<file path="src/sv/ssq_pkg.sv">
`timescale 1ns / 1ps
// ----------------------------------------------------------------------------
// ssq_pkg
// Shared types and constants of the signal aspect lamp sequencer: phase codes,
// per-channel command struct, ASCII codes and the aspect pattern lookup.
// ----------------------------------------------------------------------------
package ssq_pkg;

  localparam int PAIRS     = 4;
  localparam int MSG_BYTES = 2 * PAIRS;

  localparam logic [7:0] LETTER_A   = 8'h61;
  localparam logic [7:0] DIGIT_0    = 8'h30;
  localparam logic [7:0] DIGIT_1    = 8'h31;
  localparam logic [7:0] DIGIT_2    = 8'h32;
  localparam logic [7:0] DIGIT_3    = 8'h33;
  localparam logic [7:0] MAX_LENGTH = 8'd8;

  localparam logic [3:0] PATTERN_RESET = 4'h4;
  localparam logic [3:0] PATTERN_DARK  = 4'h0;
  localparam logic [3:0] MAIN_MASK     = 4'hc;

  localparam logic [0:0] REG_BLANKING    = 1'b0;
  localparam logic [0:0] REG_PROPAGATION = 1'b1;

  localparam logic [15:0] BLANKING_RESET    = 16'd250;
  localparam logic [15:0] PROPAGATION_RESET = 16'd50;

  typedef enum logic [2:0] {
    PH_IDLE = 3'b001,
    PH_MAIN = 3'b010,
    PH_FULL = 3'b100
  } phase_t;

  typedef struct packed {
    logic       tick;
    logic       write;
    logic [3:0] pattern;
  } chan_cmd_t;

  function automatic logic [3:0] aspect_pattern(input logic [7:0] digit);
    logic [3:0] pat;
    pat = PATTERN_DARK;
    unique case (digit)
      DIGIT_0: pat = 4'h4;
      DIGIT_1: pat = 4'h8;
      DIGIT_2: pat = 4'ha;
      DIGIT_3: pat = 4'h9;
      default: pat = PATTERN_DARK;
    endcase
    return pat;
  endfunction

endpackage

</file>
<file path="src/sv/ssq_msg_decode.sv">
`timescale 1ns / 1ps
// ----------------------------------------------------------------------------
// ssq_msg_decode
// Turns one registered item into a command for every channel: tick flag, or
// pending pattern write from the last valid pair that names the channel.
// ----------------------------------------------------------------------------
module ssq_msg_decode #(
  parameter int CHANNELS = 4
) (
  input  logic               command,
  input  logic [7:0]         msg_length,
  input  logic [7:0]         msg_bytes [ssq_pkg::MSG_BYTES],
  output ssq_pkg::chan_cmd_t cmds      [CHANNELS]
);

  logic                len_ok;
  logic [CHANNELS-1:0] hit   [ssq_pkg::PAIRS];
  logic [3:0]          pat   [ssq_pkg::PAIRS];
  logic [ssq_pkg::PAIRS-1:0] alive;

  always_comb begin
    logic ok;
    len_ok = !msg_length[0] && (msg_length <= ssq_pkg::MAX_LENGTH);
    ok = len_ok;
    for (int p = 0; p < ssq_pkg::PAIRS; p++) begin
      for (int c = 0; c < CHANNELS; c++) begin
        hit[p][c] = (msg_bytes[2*p] == ssq_pkg::LETTER_A + 8'(c));
      end
      pat[p] = ssq_pkg::aspect_pattern(msg_bytes[2*p+1]);
      // a bad letter stops this pair and all later ones
      ok = ok && (|hit[p]);
      alive[p] = ok && (msg_length > 8'(2*p));
    end
    for (int c = 0; c < CHANNELS; c++) begin
      cmds[c].tick    = !command;
      cmds[c].write   = 1'b0;
      cmds[c].pattern = ssq_pkg::PATTERN_DARK;
      for (int p = 0; p < ssq_pkg::PAIRS; p++) begin
        if (command && alive[p] && hit[p][c]) begin
          cmds[c].write   = 1'b1;
          cmds[c].pattern = pat[p];
        end
      end
    end
  end

endmodule

</file>
<file path="src/sv/ssq_channel.sv">
`timescale 1ns / 1ps
// ----------------------------------------------------------------------------
// ssq_channel
// State of one signal: pending and shown pattern, phase, due time and lamp
// nibble, updated once per item.
// ----------------------------------------------------------------------------
module ssq_channel (
  input  logic               clk,
  input  logic               rst,
  input  logic               step,
  input  ssq_pkg::chan_cmd_t cmd,
  input  logic [31:0]        now_ms,
  input  logic [15:0]        blanking_ms,
  input  logic [15:0]        propagation_ms,
  output logic [3:0]         nibble,
  output logic [3:0]         nibble_next
);

  logic [3:0]      pending, pending_next;
  logic [3:0]      shown, shown_next;
  ssq_pkg::phase_t phase, phase_next;
  logic [31:0]     due, due_next;
  logic            is_due;

  assign is_due = (due == 32'd0) || (due < now_ms);

  always_comb begin
    pending_next = pending;
    shown_next   = shown;
    phase_next   = phase;
    due_next     = due;
    nibble_next  = nibble;
    if (cmd.write) begin
      pending_next = cmd.pattern;
    end
    if (cmd.tick && is_due) begin
      unique case (phase)
        ssq_pkg::PH_MAIN: begin
          nibble_next = nibble | (shown & ssq_pkg::MAIN_MASK);
          phase_next  = ssq_pkg::PH_FULL;
          due_next    = now_ms + {16'd0, propagation_ms};
        end
        ssq_pkg::PH_FULL: begin
          nibble_next = nibble | shown;
          phase_next  = ssq_pkg::PH_IDLE;
          due_next    = 32'd0;
        end
        default: begin
          phase_next = ssq_pkg::PH_IDLE;
          if (pending != shown) begin
            nibble_next = 4'h0;
            shown_next  = pending;
            phase_next  = ssq_pkg::PH_MAIN;
            due_next    = now_ms + {16'd0, blanking_ms};
          end
        end
      endcase
    end
  end

  always_ff @(posedge clk) begin
    if (rst) begin
      pending <= ssq_pkg::PATTERN_RESET;
      shown   <= ssq_pkg::PATTERN_RESET;
      phase   <= ssq_pkg::PH_IDLE;
      due     <= 32'd0;
      nibble  <= ssq_pkg::PATTERN_RESET;
    end else if (step) begin
      pending <= pending_next;
      shown   <= shown_next;
      phase   <= phase_next;
      due     <= due_next;
      nibble  <= nibble_next;
    end
  end

endmodule

</file>
<file path="src/sv/signal_aspect_lamp_sequencer.sv">
`timescale 1ns / 1ps
// ----------------------------------------------------------------------------
// signal_aspect_lamp_sequencer
// Four-lamp signal sequencer: aspect messages and millisecond ticks in, one
// 16-bit lamp word out per item.
// ----------------------------------------------------------------------------
// Takes one item per clock cycle unless a held result stalls it, and returns
// one lamp word per item: the item is captured in an input register, and
// when it advances the per-channel update logic (a 32-bit due-time add and
// compare per channel) writes the channel state and the result register
// together. The result register holds while out_ready is low and the input
// register still takes one more item. Channels above CHANNELS keep their
// nibble at 0x4. The user must write delay registers through cfg_write_en only
// while no item is in flight (not enforced); no clearing pass after reset.
module signal_aspect_lamp_sequencer #(
  parameter int CHANNELS = 4
) (
  input  logic        clk,
  input  logic        rst,
  input  logic        in_valid,
  output logic        in_ready,
  input  logic        command,
  input  logic [31:0] now_ms,
  input  logic [7:0]  msg_length,
  input  logic [7:0]  msg_byte0,
  input  logic [7:0]  msg_byte1,
  input  logic [7:0]  msg_byte2,
  input  logic [7:0]  msg_byte3,
  input  logic [7:0]  msg_byte4,
  input  logic [7:0]  msg_byte5,
  input  logic [7:0]  msg_byte6,
  input  logic [7:0]  msg_byte7,
  output logic        out_valid,
  input  logic        out_ready,
  output logic [15:0] lamp_word,
  input  logic        cfg_write_en,
  input  logic [0:0]  cfg_index,
  input  logic [15:0] cfg_data
);

  logic        s1_valid;
  logic        s1_command;
  logic [31:0] s1_now;
  logic [7:0]  s1_length;
  logic [7:0]  s1_bytes [ssq_pkg::MSG_BYTES];
  logic        advance;
  logic [15:0] blanking_ms;
  logic [15:0] propagation_ms;
  logic [15:0] lamps_cur;
  logic [15:0] lamps_next;

  ssq_pkg::chan_cmd_t cmds [CHANNELS];

  assign advance  = s1_valid && (!out_valid || out_ready);
  assign in_ready = !s1_valid || advance;

  // input register
  always_ff @(posedge clk) begin
    if (rst) begin
      s1_valid <= 1'b0;
    end else if (in_ready) begin
      s1_valid <= in_valid;
    end
  end

  always_ff @(posedge clk) begin
    if (in_valid && in_ready) begin
      s1_command  <= command;
      s1_now      <= now_ms;
      s1_length   <= msg_length;
      s1_bytes[0] <= msg_byte0;
      s1_bytes[1] <= msg_byte1;
      s1_bytes[2] <= msg_byte2;
      s1_bytes[3] <= msg_byte3;
      s1_bytes[4] <= msg_byte4;
      s1_bytes[5] <= msg_byte5;
      s1_bytes[6] <= msg_byte6;
      s1_bytes[7] <= msg_byte7;
    end
  end

  // delay registers
  always_ff @(posedge clk) begin
    if (rst) begin
      blanking_ms    <= ssq_pkg::BLANKING_RESET;
      propagation_ms <= ssq_pkg::PROPAGATION_RESET;
    end else if (cfg_write_en) begin
      unique case (cfg_index)
        ssq_pkg::REG_BLANKING:    blanking_ms    <= cfg_data;
        ssq_pkg::REG_PROPAGATION: propagation_ms <= cfg_data;
        default: ;
      endcase
    end
  end

  ssq_msg_decode #(
    .CHANNELS (CHANNELS)
  ) u_decode (
    .command    (s1_command),
    .msg_length (s1_length),
    .msg_bytes  (s1_bytes),
    .cmds       (cmds)
  );

  for (genvar c = 0; c < 4; c++) begin : g_chan
    if (c < CHANNELS) begin : g_used
      ssq_channel u_channel (
        .clk            (clk),
        .rst            (rst),
        .step           (advance),
        .cmd            (cmds[c]),
        .now_ms         (s1_now),
        .blanking_ms    (blanking_ms),
        .propagation_ms (propagation_ms),
        .nibble         (lamps_cur[4*c +: 4]),
        .nibble_next    (lamps_next[4*c +: 4])
      );
    end else begin : g_unused
      assign lamps_cur[4*c +: 4]  = ssq_pkg::PATTERN_RESET;
      assign lamps_next[4*c +: 4] = ssq_pkg::PATTERN_RESET;
    end
  end

  // result register
  always_ff @(posedge clk) begin
    if (rst) begin
      out_valid <= 1'b0;
    end else if (advance) begin
      out_valid <= 1'b1;
    end else if (out_ready) begin
      out_valid <= 1'b0;
    end
  end

  always_ff @(posedge clk) begin
    if (advance) begin
      lamp_word <= lamps_next;
    end
  end

  // a message never changes the lamps
  assert property (@(posedge clk) disable iff (rst)
    advance && s1_command |=> lamp_word == $past(lamps_cur))
    else $error("message changed the lamp word");

  // the result register must not be overwritten while held
  assert property (@(posedge clk) disable iff (rst)
    out_valid && !out_ready |-> !advance)
    else $error("held result overwritten");

  // a processed item always leaves a result
  assert property (@(posedge clk) disable iff (rst)
    advance |=> out_valid && lamp_word == $past(lamps_next))
    else $error("processed item left no result");

  // result register tracks channel state
  assert property (@(posedge clk) disable iff (rst)
    advance |=> lamps_cur == lamp_word)
    else $error("lamp state and result disagree");

endmodule
</file>
<file path="config.mk">
export PLATFORM = sky130hd
export DESIGN_NAME = signal_aspect_lamp_sequencer
export DESIGN_NICKNAME = d
export VERILOG_FILES = /design/src/sv/ssq_pkg.sv /design/src/sv/ssq_msg_decode.sv /design/src/sv/ssq_channel.sv /design/src/sv/signal_aspect_lamp_sequencer.sv
export SDC_FILE = /design/constraint.sdc
export NUM_CORES = 1
export LEC_CHECK = 0
export ABC_AREA = 1
export ABC_CLOCK_PERIOD_IN_PS = 2950
export BUFFER_PORTS_ARGS = -buffer_cell sky130_fd_sc_hd__buf_2
export CAP_MARGIN = 20
export CORE_MARGIN = 3
export CORE_UTILIZATION = 30
export DETAILED_ROUTE_END_ITERATION = 8
export SLEW_MARGIN = 20
export SYNTH_ARGS = -nofsm -noshare
export SYNTH_HDL_FRONTEND = slang
export SYNTH_SLANG_ARGS = --single-unit
</file>
<file path="constraint.sdc">
create_clock -name clk -period 2.95 [get_ports clk]
set_input_delay 0.1475 -clock clk [delete_from_list [all_inputs] [get_ports clk]]
set_output_delay 0.1475 -clock clk [all_outputs]
set_load 0.01 [all_outputs]
</file>
==> results.ini <==
[status]
status = completed

[finish]
seq_area_mm2 = 0.00808
fin_cells = 4535
multi_input_area_mm2 = 0.0121
fill_cells = 7565
area_delta_synth_final_pct = 23.7
drive_gt1_share_pct = 10.4
antenna_cells = 0
final_common_cell = nand2_1
final_cell_mix = nand2_1, nor2_1, inv_1, nand3_1, dfxtp_1
nets = 3837
utilization_pct = 37.6

[clock_network]
cts_buffers = 41
htree_levels = 2
clk_pin_slew_worst_paths_ps = 60
clockBufferDepth = 3
clk_latency_ps = 600
cts_root_buf = clkbuf_16
cts_sinks = 343
cts_tree = built

[global_routing]
grt_pass1_wl_um = 116000
overflow = 0
grt_usage_pct = 19.7
grt_max_degree = 67
grt_pass1_vias = 20800
antenna_found_initial = 2

[timing]
rsz0062_at_grt = yes
finalSetupViolations = 0
slew_viol_final = 0
period_share_pct = 95.3
max_clock_freq_ghz = 0.356
worst-slew-pin-transition_ps = 751
skew_ps = 39.5
relSlewSlack_pct = 49.9
layout_min_cycle_time_ps = 2810
hold_violations = 0
setup_tns_ps = 0

[synthesis]
synth_edf_count = 121
syn_area_per_cell_um2 = 6.76
yosys_warnings = 0
synth_seq_cells = 343
async_reset_ff_share_pct = 0
ys_types = 45
synthesis.area_mm2 = 0.0218
synthesis.nets = 3515
seq_area_frac_synth_pct = 37.0
syn_inst = 3230
ys.flop_type = dfxtp_1

[floorplanning]
ios = 145
die_area_mm2 = 0.0760
num_rows = 98
start_util_pct = 30.4
die-height_um = 276
die_w_um = 276
core-area_mm2 = 0.0717

[route]
final_antenna_net_count = 0
routed_wl_um = 75100
wl_per_cell_um = 16.6
drc_errors = 0
drtIter0Drc = 1928
dr.pass1.iters = 6
vias = 21800
viasPerCell = 4.81

[worst_setup_path]
crit_chain = inv_1, ha_1, a21oi_1, o21ai_0, nand2_1, nand3_1, a21oi_2, nand2_1, nand2_1, nand4_2, buf_12, nand2_1, nand2_1, nor2_1
crit_path_end_kind = flop
slowest_stage = edfxtp_1
path_class = reg -> reg
cp.required_ps = 3470
timing.critical_path.arrival_ps = 3330
path_common_cell = nand2_1
cp-start-kind = flop
crit_fanout = 32
slowest_delay_ps = 430

[placed_design]
post-place-cells = 4333
place_hpwl_um = 55700
gp_congestion = 0.966
io_buffer_count = 144

[power_and_ir_drop]
peakVddDrop_uv = 431
power.static_leakage_nw = 13.6
power.density_mw_per_mm2 = 460
total_power_w = 0.0124

[worst_hold_path]
min_path_type = in -> reg

[flow_run]
cap_violations = 0

critical path: cells and delay by family (launching register included):
family | cells | cell delay (ps)
buffers and inverters | 2 | 360
AOI/OAI and AO/OA | 3 | 540
DFF | 1 | 430
and+or+nand+nor | 8 | 1090
adders and majority gates | 1 | 320
logic make-up after synthesis:
| group | after synthesis | share of synthesized area, % |
|---|---|---|
| adders and majority gates | 158 | 9.13 |
| xor gates and xnor gates | 25 | 1.00 |
| AOI/OAI and AO/OA | 286 | 6.98 |
| buffers and inverters | 447 | 7.89 |
| and+or+nand+nor | 1971 | 38.0 |
| DFF | 343 | 37.0 |
timing repair:
item | CTS | global route
hold buffers | 123 | 0
buffers inserted | 0 | 3
resized for setup | 0 | 5
endpoints found under the hold margin | 139 | 0
endpoints found under the setup margin | 0 | 114
final cells by class:
type | instances | area share [%]
tap | 950 | 4.40
clock buffer | 50 | 4.08
inverter | 368 | 5.15
clock inverter | 26 | 1.42
multi-input combinational | 2440 | 44.7
sequential | 343 | 29.9
timing repair buffer | 358 | 10.3
routing by layer:
layer | routed length [um] | vias to the layer above | global-route usage (%)
li1 | - | 11100 | -
met1 | 33700 | 9892 | 26.1
met2 | 33300 | 725 | 31.8
met3 | 5520 | 133 | 3.74
met4 | 2580 | 0 | 7.01
met5 | 0 | - | 0
registers in the layout, summed over array words and instances, names as in the netlist:
name and cells:
blanking_ms 16, g_chan.g_used.u_channel.due 128, g_chan.g_used.u_channel.nibble 16, g_chan.g_used.u_channel.pending 16
g_chan.g_used.u_channel.phase 12, g_chan.g_used.u_channel.shown 16, lamp_word 16, out_valid 1
propagation_ms 16, s1_bytes 64, s1_command 1, s1_length 8
s1_now 32, s1_valid 1
through the flow:
| step | setup WS [ps] | instance area [um^2] | hold WS (ps) |
|---|---|---|---|
| floorplan | 301 | 21800 | 246 |
| global placement | 49.0 | 24200 | 324 |
| detailed placement | 52.3 | 24200 | 326 |
| CTS | 24.7 | 26900 | 43.8 |
| global route | -8.05 | 27000 | 89.7 |
| finish | 140 | 27000 | 66.7 |
where the power goes:
part	internal [W]	switching (W)
Clock	0.00333	0.00227
Sequential	0.00505	0.000102
Combinational	0.000608	0.00105
Total	0.00899	0.00342
Yosys cell counts (34+ instances only):
master    number  area [um^2]
nand3_1      283         1420
a21oi_1      129          646
o21ai_0      103          515
inv_1        360         1350
edfxtp_1     121         3630
nand2_1      995         3730
dfxtp_1      222         4440
clkbuf_1      42          158
nor2_1       531         1990
nor3_1        34          170
ha_1         156         1950
nand4_1       48          300
final timing paths:
path                                                      from                                                 to  slack [ps]  cells after the start
max                                       s1_now[27]$_DFFE_PP_    g_chan[1].g_used.u_channel.due[30]$_SDFFE_PP0P_         140                     14
min                                                        rst   g_chan[2].g_used.u_channel.shown[2]$_SDFFE_PP1P_          70                      3
max reg2reg                               s1_now[27]$_DFFE_PP_    g_chan[1].g_used.u_channel.due[30]$_SDFFE_PP0P_         140                     14
min reg2reg  g_chan[2].g_used.u_channel.nibble[0]$_SDFFE_PP0P_  g_chan[2].g_used.u_channel.nibble[0]$_SDFFE_PP0P_         470                      2
No activity file was read; power rests on OpenSTA's default activity.
